[src/rtl/stft_pkg.sv]
// ----------------------------------------------------------------------------
// stft_pkg
// Shared types, constants and twiddle helpers of the spectrogram unit.
// ----------------------------------------------------------------------------
package stft_pkg;

    localparam int FRAME_SIZE_DEF = 64;
    localparam int SMP_W          = 16;
    localparam int WIN_W          = 16;
    localparam int WIN_IDX_W      = 6;
    localparam int WIN_DEPTH      = 64;
    localparam int HOP_W          = 7;
    localparam int CNT_W          = 7;
    localparam int BIN_W          = 6;
    localparam int MAG_W          = 22;
    localparam int TW_W           = 17;
    localparam int V_W            = 18;
    localparam int PROD_W         = 33;
    localparam int TAP_W          = 35;
    localparam int ACC_W          = 42;
    localparam int RND_W          = 25;
    localparam int RAD_W          = 48;
    localparam int ROOT_W         = 24;
    localparam int SQRT_STEPS     = 24;
    localparam int STEP_W         = 5;
    localparam int S_TDATA_W      = 40;
    localparam int S_TUSER_W      = 2;
    localparam int M_TDATA_W      = 32;
    localparam logic [HOP_W-1:0] HOP_RESET = 7'd16;
    localparam logic [MAG_W:0]   MAG_MAX   = 23'd4194303;
    localparam logic [63:0]      HALF_PI_Q30 = 64'd1686629713;

    typedef enum logic [2:0] {
        S_IDLE,
        S_ISSUE,
        S_DRAIN,
        S_SQ,
        S_RAD,
        S_SQRT,
        S_EMIT
    } t_state;

    typedef struct packed {
        logic             win_we;
        logic             smp_we;
        logic             issue;
        logic             acc_clr;
        logic             sq_load;
        logic             rad_load;
        logic             sqrt_step;
        logic             out_load;
        logic             out_last;
        logic [BIN_W-1:0] bin;
    } t_cmd;

    typedef struct packed {
        logic pipe_busy;
        logic out_free;
    } t_sts;

    function automatic logic signed [TW_W-1:0] q30_to_q15(input logic signed [63:0] s);
        logic signed [63:0] c;
        logic [63:0]        u;
        begin
            c = s;
            if (c < 0) c = 0;
            if (c > 64'sd1073741824) c = 64'sd1073741824;
            u = (64'(c) + 64'd16384) >> 15;
            return TW_W'(u);
        end
    endfunction

    function automatic logic signed [TW_W-1:0] q15_sin(input logic [63:0] x);
        logic [63:0]        x2;
        logic [63:0]        t;
        logic signed [63:0] s;
        begin
            x2 = (x * x) >> 30;
            t  = x;
            s  = $signed(x);
            t = ((t * x2) >> 30) / 6;   s = s - $signed(t);
            t = ((t * x2) >> 30) / 20;  s = s + $signed(t);
            t = ((t * x2) >> 30) / 42;  s = s - $signed(t);
            t = ((t * x2) >> 30) / 72;  s = s + $signed(t);
            t = ((t * x2) >> 30) / 110; s = s - $signed(t);
            t = ((t * x2) >> 30) / 156; s = s + $signed(t);
            t = ((t * x2) >> 30) / 210; s = s - $signed(t);
            return q30_to_q15(s);
        end
    endfunction

    function automatic logic signed [TW_W-1:0] q15_cos(input logic [63:0] x);
        logic [63:0]        x2;
        logic [63:0]        t;
        logic signed [63:0] s;
        begin
            x2 = (x * x) >> 30;
            t  = 64'd1073741824;
            s  = 64'sd1073741824;
            t = ((t * x2) >> 30) / 2;   s = s - $signed(t);
            t = ((t * x2) >> 30) / 12;  s = s + $signed(t);
            t = ((t * x2) >> 30) / 30;  s = s - $signed(t);
            t = ((t * x2) >> 30) / 56;  s = s + $signed(t);
            t = ((t * x2) >> 30) / 90;  s = s - $signed(t);
            t = ((t * x2) >> 30) / 132; s = s + $signed(t);
            t = ((t * x2) >> 30) / 182; s = s - $signed(t);
            return q30_to_q15(s);
        end
    endfunction

endpackage

[src/rtl/stft_ctrl.sv]
// ----------------------------------------------------------------------------
// stft_ctrl
// Frame counting, hop register and bin/tap sequencing of the spectrogram unit.
// ----------------------------------------------------------------------------
module stft_ctrl #(
    parameter int FRAME_SIZE = stft_pkg::FRAME_SIZE_DEF,
    parameter int RW         = $clog2(FRAME_SIZE)
) (
    input  logic                       i_clk,
    input  logic                       i_rst_n,
    input  logic                       i_s_tvalid,
    output logic                       o_s_tready,
    input  logic                       i_func,
    input  logic                       i_start_req,
    input  logic                       i_cfg_valid,
    output logic                       o_cfg_ready,
    input  logic [stft_pkg::HOP_W-1:0] i_cfg_data,
    output stft_pkg::t_cmd             o_cmd,
    input  stft_pkg::t_sts             i_sts,
    output logic [RW-1:0]              o_n,
    output logic [RW-1:0]              o_r
);
    import stft_pkg::*;

    localparam int KW = $clog2(FRAME_SIZE / 2 + 1);

    t_state r_state, n_state;
    logic [HOP_W-1:0]  r_hop_size;
    logic [CNT_W-1:0]  r_fill, r_hop;
    logic [CNT_W-1:0]  fill_base, hop_base, fill_inc, hop_inc, hop_eff;
    logic [KW-1:0]     r_k;
    logic [RW-1:0]     r_n, r_r;
    logic [RW:0]       k_sum;
    logic [STEP_W-1:0] r_step;
    logic              accept, smp_acc, trigger, last_bin;

    assign accept    = i_s_tvalid && o_s_tready;
    assign smp_acc   = accept && !i_func;
    assign fill_base = i_start_req ? '0 : r_fill;
    assign hop_base  = i_start_req ? '0 : r_hop;
    assign fill_inc  = fill_base + 1'b1;
    assign hop_inc   = hop_base + 1'b1;
    assign hop_eff   = (r_hop_size == '0) ? CNT_W'(1) : r_hop_size;
    assign trigger   = smp_acc && ((fill_base < CNT_W'(FRAME_SIZE)) ?
                       (fill_inc == CNT_W'(FRAME_SIZE)) : (hop_inc >= hop_eff));
    assign last_bin  = (r_k == KW'(FRAME_SIZE / 2));
    assign k_sum     = {1'b0, r_r} + (RW+1)'(r_k);

    always_comb begin
        n_state = r_state;
        case (r_state)
            S_IDLE:  if (trigger) n_state = S_ISSUE;
            S_ISSUE: if (r_n == RW'(FRAME_SIZE - 1)) n_state = S_DRAIN;
            S_DRAIN: if (!i_sts.pipe_busy) n_state = S_SQ;
            S_SQ:    n_state = S_RAD;
            S_RAD:   n_state = S_SQRT;
            S_SQRT:  if (r_step == STEP_W'(SQRT_STEPS - 1)) n_state = S_EMIT;
            S_EMIT:  if (i_sts.out_free) n_state = last_bin ? S_IDLE : S_ISSUE;
            default: n_state = S_IDLE;
        endcase
    end

    always_comb begin
        o_cmd           = '0;
        o_cmd.win_we    = accept && i_func;
        o_cmd.smp_we    = smp_acc;
        o_cmd.issue     = (r_state == S_ISSUE);
        o_cmd.acc_clr   = (r_state == S_ISSUE) && (r_n == '0);
        o_cmd.sq_load   = (r_state == S_SQ);
        o_cmd.rad_load  = (r_state == S_RAD);
        o_cmd.sqrt_step = (r_state == S_SQRT);
        o_cmd.out_load  = (r_state == S_EMIT) && i_sts.out_free;
        o_cmd.out_last  = last_bin;
        o_cmd.bin       = BIN_W'(r_k);
        o_s_tready      = (r_state == S_IDLE);
        o_cfg_ready     = 1'b1;
        o_n             = r_n;
        o_r             = r_r;
    end

    always_ff @(posedge i_clk) begin
        if (!i_rst_n) begin
            r_state    <= S_IDLE;
            r_hop_size <= HOP_RESET;
            r_fill     <= '0;
            r_hop      <= '0;
            r_k        <= '0;
            r_n        <= '0;
            r_r        <= '0;
            r_step     <= '0;
        end else begin
            r_state <= n_state;
            if (i_cfg_valid && o_cfg_ready) begin
                r_hop_size <= i_cfg_data;
            end
            if (smp_acc) begin
                if (fill_base < CNT_W'(FRAME_SIZE)) begin
                    r_fill <= fill_inc;
                    r_hop  <= (fill_inc == CNT_W'(FRAME_SIZE)) ? '0 : hop_base;
                end else begin
                    r_fill <= fill_base;
                    r_hop  <= (hop_inc >= hop_eff) ? '0 : hop_inc;
                end
            end
            case (r_state)
                S_IDLE: begin
                    r_k <= '0;
                    r_n <= '0;
                    r_r <= '0;
                end
                S_ISSUE: begin
                    r_n <= r_n + 1'b1;
                    r_r <= (k_sum >= (RW+1)'(FRAME_SIZE)) ?
                           RW'(k_sum - (RW+1)'(FRAME_SIZE)) : k_sum[RW-1:0];
                end
                S_RAD: r_step <= '0;
                S_SQRT: r_step <= r_step + 1'b1;
                S_EMIT: begin
                    if (i_sts.out_free) begin
                        r_k <= r_k + 1'b1;
                        r_n <= '0;
                        r_r <= '0;
                    end
                end
                default: ;
            endcase
        end
    end

endmodule

[config.mk]
export PLATFORM = sky130hd
export DESIGN_NAME = stft_ctrl
export DESIGN_NICKNAME = d
export VERILOG_FILES = /design/src/rtl/stft_pkg.sv /design/src/rtl/stft_ctrl.sv
export SDC_FILE = /design/constraint.sdc
export NUM_CORES = 1
export LEC_CHECK = 0
export BUFFER_PORTS_ARGS = -buffer_cell sky130_fd_sc_hd__buf_2
export CAP_MARGIN = 0
export CORE_MARGIN = 2
export CORE_UTILIZATION = 35
export CTS_CLUSTER_SIZE = 20
export DETAILED_ROUTE_END_ITERATION = 6
export GPL_ROUTABILITY_DRIVEN = 1
export GPL_TIMING_DRIVEN = 0
export MAX_ROUTING_LAYER = met4
export PLACE_DENSITY = 0.61
export SLEW_MARGIN = 30
export SYNTH_ARGS = -nofsm -noshare
export SYNTH_HDL_FRONTEND = slang
export SYNTH_SLANG_ARGS = --single-unit
[constraint.sdc]
create_clock -name i_clk -period 3.7 [get_ports i_clk]
set_input_delay 0.185 -clock i_clk [delete_from_list [all_inputs] [get_ports i_clk]]
set_output_delay 0.185 -clock i_clk [all_outputs]
set_load 0.02 [all_outputs]
-- After elaboration in Yosys (flattened, before gate mapping)
Cells that the tools add are included.
- $add $sub $neg: 7
- order comparisons: 3
- equality and inequality tests: 15
- muxes and demuxes: 22
- reductions and logical operators: 16
- operators by type and width (operator ; count):
    7-bit two-way mux ; 7
    6-bit one-hot mux with 3 select lines ; 2
    3-bit one-hot mux with 7 select lines ; 1
    6-bit two-way mux ; 3
    3-bit two-way mux ; 5
    7-bit by 1-bit adder with 7-bit output, second input constant ; 2
    6-bit by 1-bit adder with 6-bit output, second input constant ; 2
    6-bit equality test, second input constant ; 2
    6-bit one-hot mux with 2 select lines ; 1
    5-bit one-hot mux with 2 select lines ; 1
    3-bit equality test, second input constant ; 3
    6-bit by 6-bit adder with 7-bit output ; 1
    7-bit equality test, second input constant ; 1
    7-bit >= comparator ; 1
    7-bit >= comparator, second input constant ; 1
    7-bit logical NOT ; 1
    7-bit < comparator, second input constant ; 1
    3-bit by 2-bit equality test with 1-bit output, second input constant ; 2
    1-bit logical AND ; 6
    6-bit logical NOT ; 1
    2-bit inequality test, second input constant ; 3
    6-bit by 1-bit subtractor with 6-bit output, second input constant ; 1
    5-bit by 1-bit adder with 5-bit output, second input constant ; 1
    5-bit equality test, second input constant ; 1
    other kinds (9) ; 13
- bits in registers: 47
- input bits: 15
- output and inout bits: 29
- logic and storage cells: 71

-- Longest topological paths before layout
- word-level depth: 7
- gate-level depth with buffers: 13
- mapped depth without buffers: 11

-- Worst setup path before layout
No wires, ideal clock.
- path kind: input-to-reg
- start point: input i_start_req
- end point: register r_hop[0]
- setup time: 0.121 ns
- data arrival time: 2.637 ns
- data required time: 3.579 ns
- path slack: 0.942 ns
- stages: 13
- path buffers: 2
- path through: clkbuf_1 clkbuf_1 nor2b_1 ha_1 and3_1 nand3_1 xor2_1 nor2_1 ha_1 o2111ai_1 o21ai_0 nor2_2 mux2_2
- cells in the longest elaborated chain, start to end: 5
- elaborated cells between the ends (all ways): 10
- those cells by class: add/sub (2); order compare (2); eq/ne (1); mux (5)
- ends and longest elaborated chain (item ; RTL line ; text):
    start: declaration ; stft_ctrl.sv:14 ; input logic i_start_req,
    7-bit two-way mux (on tied branches) ; stft_ctrl.sv:40, stft_ctrl.sv:39 ;
    7-bit by 1-bit adder with 7-bit output (on tied branches) ; stft_ctrl.sv:42, stft_ctrl.sv:41 ;
    7-bit >= comparator or 7-bit equality test (tied branches) ; stft_ctrl.sv:102, stft_ctrl.sv:99 ;
    7-bit two-way mux (on tied branches) ; stft_ctrl.sv:102, stft_ctrl.sv:99 ;
    7-bit two-way mux * ; stft_ctrl.sv:97 ; if (fill_base < CNT_W'(FRAME_SIZE)) begin
    end signal: assignment ; stft_ctrl.sv:99 ; r_hop <= (fill_inc == CNT_W'(FRAME_SIZE)) ? '0 : hop_base;
    end signal: assignment ; stft_ctrl.sv:102 ; r_hop <= (hop_inc >= hop_eff) ? '0 : hop_inc;
    end: declaration ; stft_ctrl.sv:29 ; logic [CNT_W-1:0] r_fill, r_hop;
Mark *: on every way between the ends. The rest lies on a longest branch, timed or not.
A chain may end at the register's enable or synchronous reset.

-- Final worst setup path
Same ends and word-level chain as after synthesis.

==> key figures <==
Critical path
  – Largest fanout on the critical path: 10
  – Crit start category: input pin
  – WP data arrival: 3350 ps
  – Worst setup path class: in2reg
  – Required @ worst endpoint: 3900 ps
  – Critical path endpoint category: flip-flop

Synthesis
  – Post-Synthesis Cells: 329
  – Mean Syn Cell Area: 8.35 sq um
  – Yosys warning total: 0
  – Most common cell in the netlist: dfxtp_1
  – EDFF count, synth: 0
  – Post-synth top area cell: dfxtp_1
  – Seq/Total Area, Yosys: 34.2%
  – Share of the synthesized area in the top cell type: 34.2%
  – Mapped Nets: 365
  – Top cells by area, synth: dfxtp_1, ha_1, nor2_1
  – Synth async-reset ratio: 0%
  – Synth unique cells: 53
  – Syn Std Cell Area: 2750 sq um
  – Primary FF master, synth: dfxtp_1
  – Synth Register Bits: 47
  – Synth top cells by count: dfxtp_1, nor2_1, nand2_1, ha_1, inv_1

Cells and area
  – Post-route cell area: 3160 sq um
  – Layout cells sized above 1: 16.2%
  – Final Core Density: 41.4%
  – Nets: 412
  – Diode count: 0
  – Area growth, synth to finish: 15.2%
  – Fill count: 796

Drt
  – Detailed router's first-iteration violation count: 108
  – Drc violations: 0
  – ANT nets after route: 0
  – Vias per Instance: 5.20
  – TritonRoute pass-1 iters: 4
  – Drt wl/cell: 13.3 um
  – Final wirelength: 6.37 mm
  – DR vias: 2491

Outcome
  – Outcome: completed

Place
  – Post-DP Area: 3080 sq um
  – GPL Wtd Cong: 0.795
  – Port Buffers: 40
  – Post-DP HPWL: 4.79 mm

Floorplanning
  – Die area: 8570 sq um
  – Row cnt: 32
  – Die Wd: 92.6 um
  – Core box area: 7650 sq um
  – Die Y: 92.6 um
  – Initial Utilization: 35.9%
  – Top Ports: 44

Timing
  – Pins over their slew limit: 0
  – Peak Freq: 0.317 GHz
  – Hold Vio Cnt, Final: 0
  – Hold slack: 113 ps
  – Final Setup Violations: 0
  – Setup TNS: 0 ps
  – Crit share post-route: 85.3%
  – Worst slew pin tran: 592 ps
  – Final min period: 3160 ps
  – Worst slew margin: 60.6%
  – RSZ-0062 raised after global routing: false
  – Skew final: 8.77 ps

Clock network
  – H-tree depth: 2
  – Clk Latency, worst-skew pair: 310 ps
  – Clock Path Buffers: 2
  – Setup Buffers After CTS: 0
  – Clock-pin slew on the worst setup and hold paths: 100 ps
  – CTS sink count: 47
  – Hold buffer count at cts: 0
  – CTS Buf Count: 5
  – TritonCTS clock tree: done
  – Post-cts gate resize count: 0
  – Clock Root Buffer: clkbuf_8

GRT
  – Overflow after GRT: 0
  – Vias in the first global route: 2215
  – Tot GR Track Use: 15.6%
  – M3 GR Usage: 3.34%
  – Antenna violations before repair: 0
  – Largest net degree at the start of global routing: 16
  – Met1 global-route usage: 20.5%
  – Met2 usage: 24.1%
  – GR peak layer: met2
  – First-pass GRT wire length: 10.6 mm

Pwr
  – Leakage: 1.39 nW
  – Maximum vdd ir drop: 0.000198 V
  – PwrDens: 418 nW/um^2
  – Total power: 0.00132 W

Min path
  – Hold Crit Class: in2reg

Run
  – MaxCap Viol Count: 0
[path summary, 6_finish.rpt]
kind,startpoint,end,slack [ps],cells past startpoint
worst max-delay path,i_start_req,r_hop[0]$_SDFFE_PN0P_,540,14
worst max register to register,r_hop[0]$_SDFFE_PN0P_,r_hop[0]$_SDFFE_PN0P_,840,11
worst min-delay path,i_cfg_data[2],r_hop_size[2]$_SDFFE_PN0P_,110,3
worst min register to register,o_r[5]$_SDFFE_PN0P_,o_r[5]$_SDFFE_PN0P_,490,2
[per-layer routing]
layer,vias to the layer above,part of all wire (%)
li1,1264,-
met1,1170,49
met2,48,46
met3,9,3.7
met4,0,1.5
met5,-,0
[kinds of logic (layout without fill, tap and decap cells)]
family | count (synthesis) | in the layout | share of synthesized area [%]
adder cells (fa/ha/maj) | 21 | 21 | 9.84
buffers and inverters | 34 | 82 | 5.19
XOR/XNOR | 15 | 15 | 4.78
multiplexers | 9 | 9 | 3.32
flip-flops | 47 | 47 | 34.2
other | 1 | 1 | 0.136
AND/OR/NAND/NOR | 128 | 128 | 23.9
AO/OA/AOI/OAI | 74 | 74 | 18.6
[report_power, final]
part | switching (W) | internal (W) | leakage, nW
logic | 0.000283 | 0.000155 | 0.973
registers | 0.0000314 | 0.000533 | 0.381
clock network | 0.000187 | 0.000132 | 0.0402
[final cells by class]
cell class / count / area [sq um] / area share, %
tap: 102 / 128 / 4.03
timing repair buffer: 40 / 200 / 6.33
sequential: 47 / 941 / 29.7
multi-input combinational: 248 / 1660 / 52.6
clock buffer: 5 / 68.8 / 2.17
inverter: 17 / 63.8 / 2.02
clock inverter: 3 / 20.0 / 0.633
buffer: 17 / 78.8 / 2.49
[sequential cells by signal, indices dropped and copies added, names as in the netlist]
signal / flops
o_n: 6
r_fill: 7
r_step: 5
r_k: 6
o_r: 6
r_hop: 7
r_state: 3
r_hop_size: 7
[cells in the final DEF (no fill, tap or decap), types with 4 or more instances in the layout]
cell,instances
dfxtp_1,47
nor2_1,44
buf_2,40
nand2_1,21
ha_1,20
inv_1,17
clkbuf_1,13
a21oi_1,13
o21ai_0,12
a22oi_1,11
nand3_1,9
xor2_1,9
nor2b_1,8
and3_1,8
mux2i_1,8
a22o_1,7
xnor2_1,6
nand4_1,5
nor4_1,5
nand2b_1,5
nor3_1,5
a21o_1,5
clkbuf_8,5
buf_4,4
[critical path, cell delays in order]
cell and delay (ps):
buf_2 100, clkbuf_1 320, clkbuf_1 440, nor2b_1 150, ha_1 290, and3_1 230
nand3_1 100, xor2_1 150, nor2_1 80, ha_1 320, o2111ai_1 100, o21ai_0 430
nor2_2 170, mux2_2 290
[metrics by stage]
step / instances / worst slack, ps
global placement: 471 / 322
CTS: 479 / 601
floorplan: 329 / 942
global route: 479 / 394
detailed placement: 471 / 314
finish: 479 / 544
Note: power is estimated with default switching activity, not from simulation.
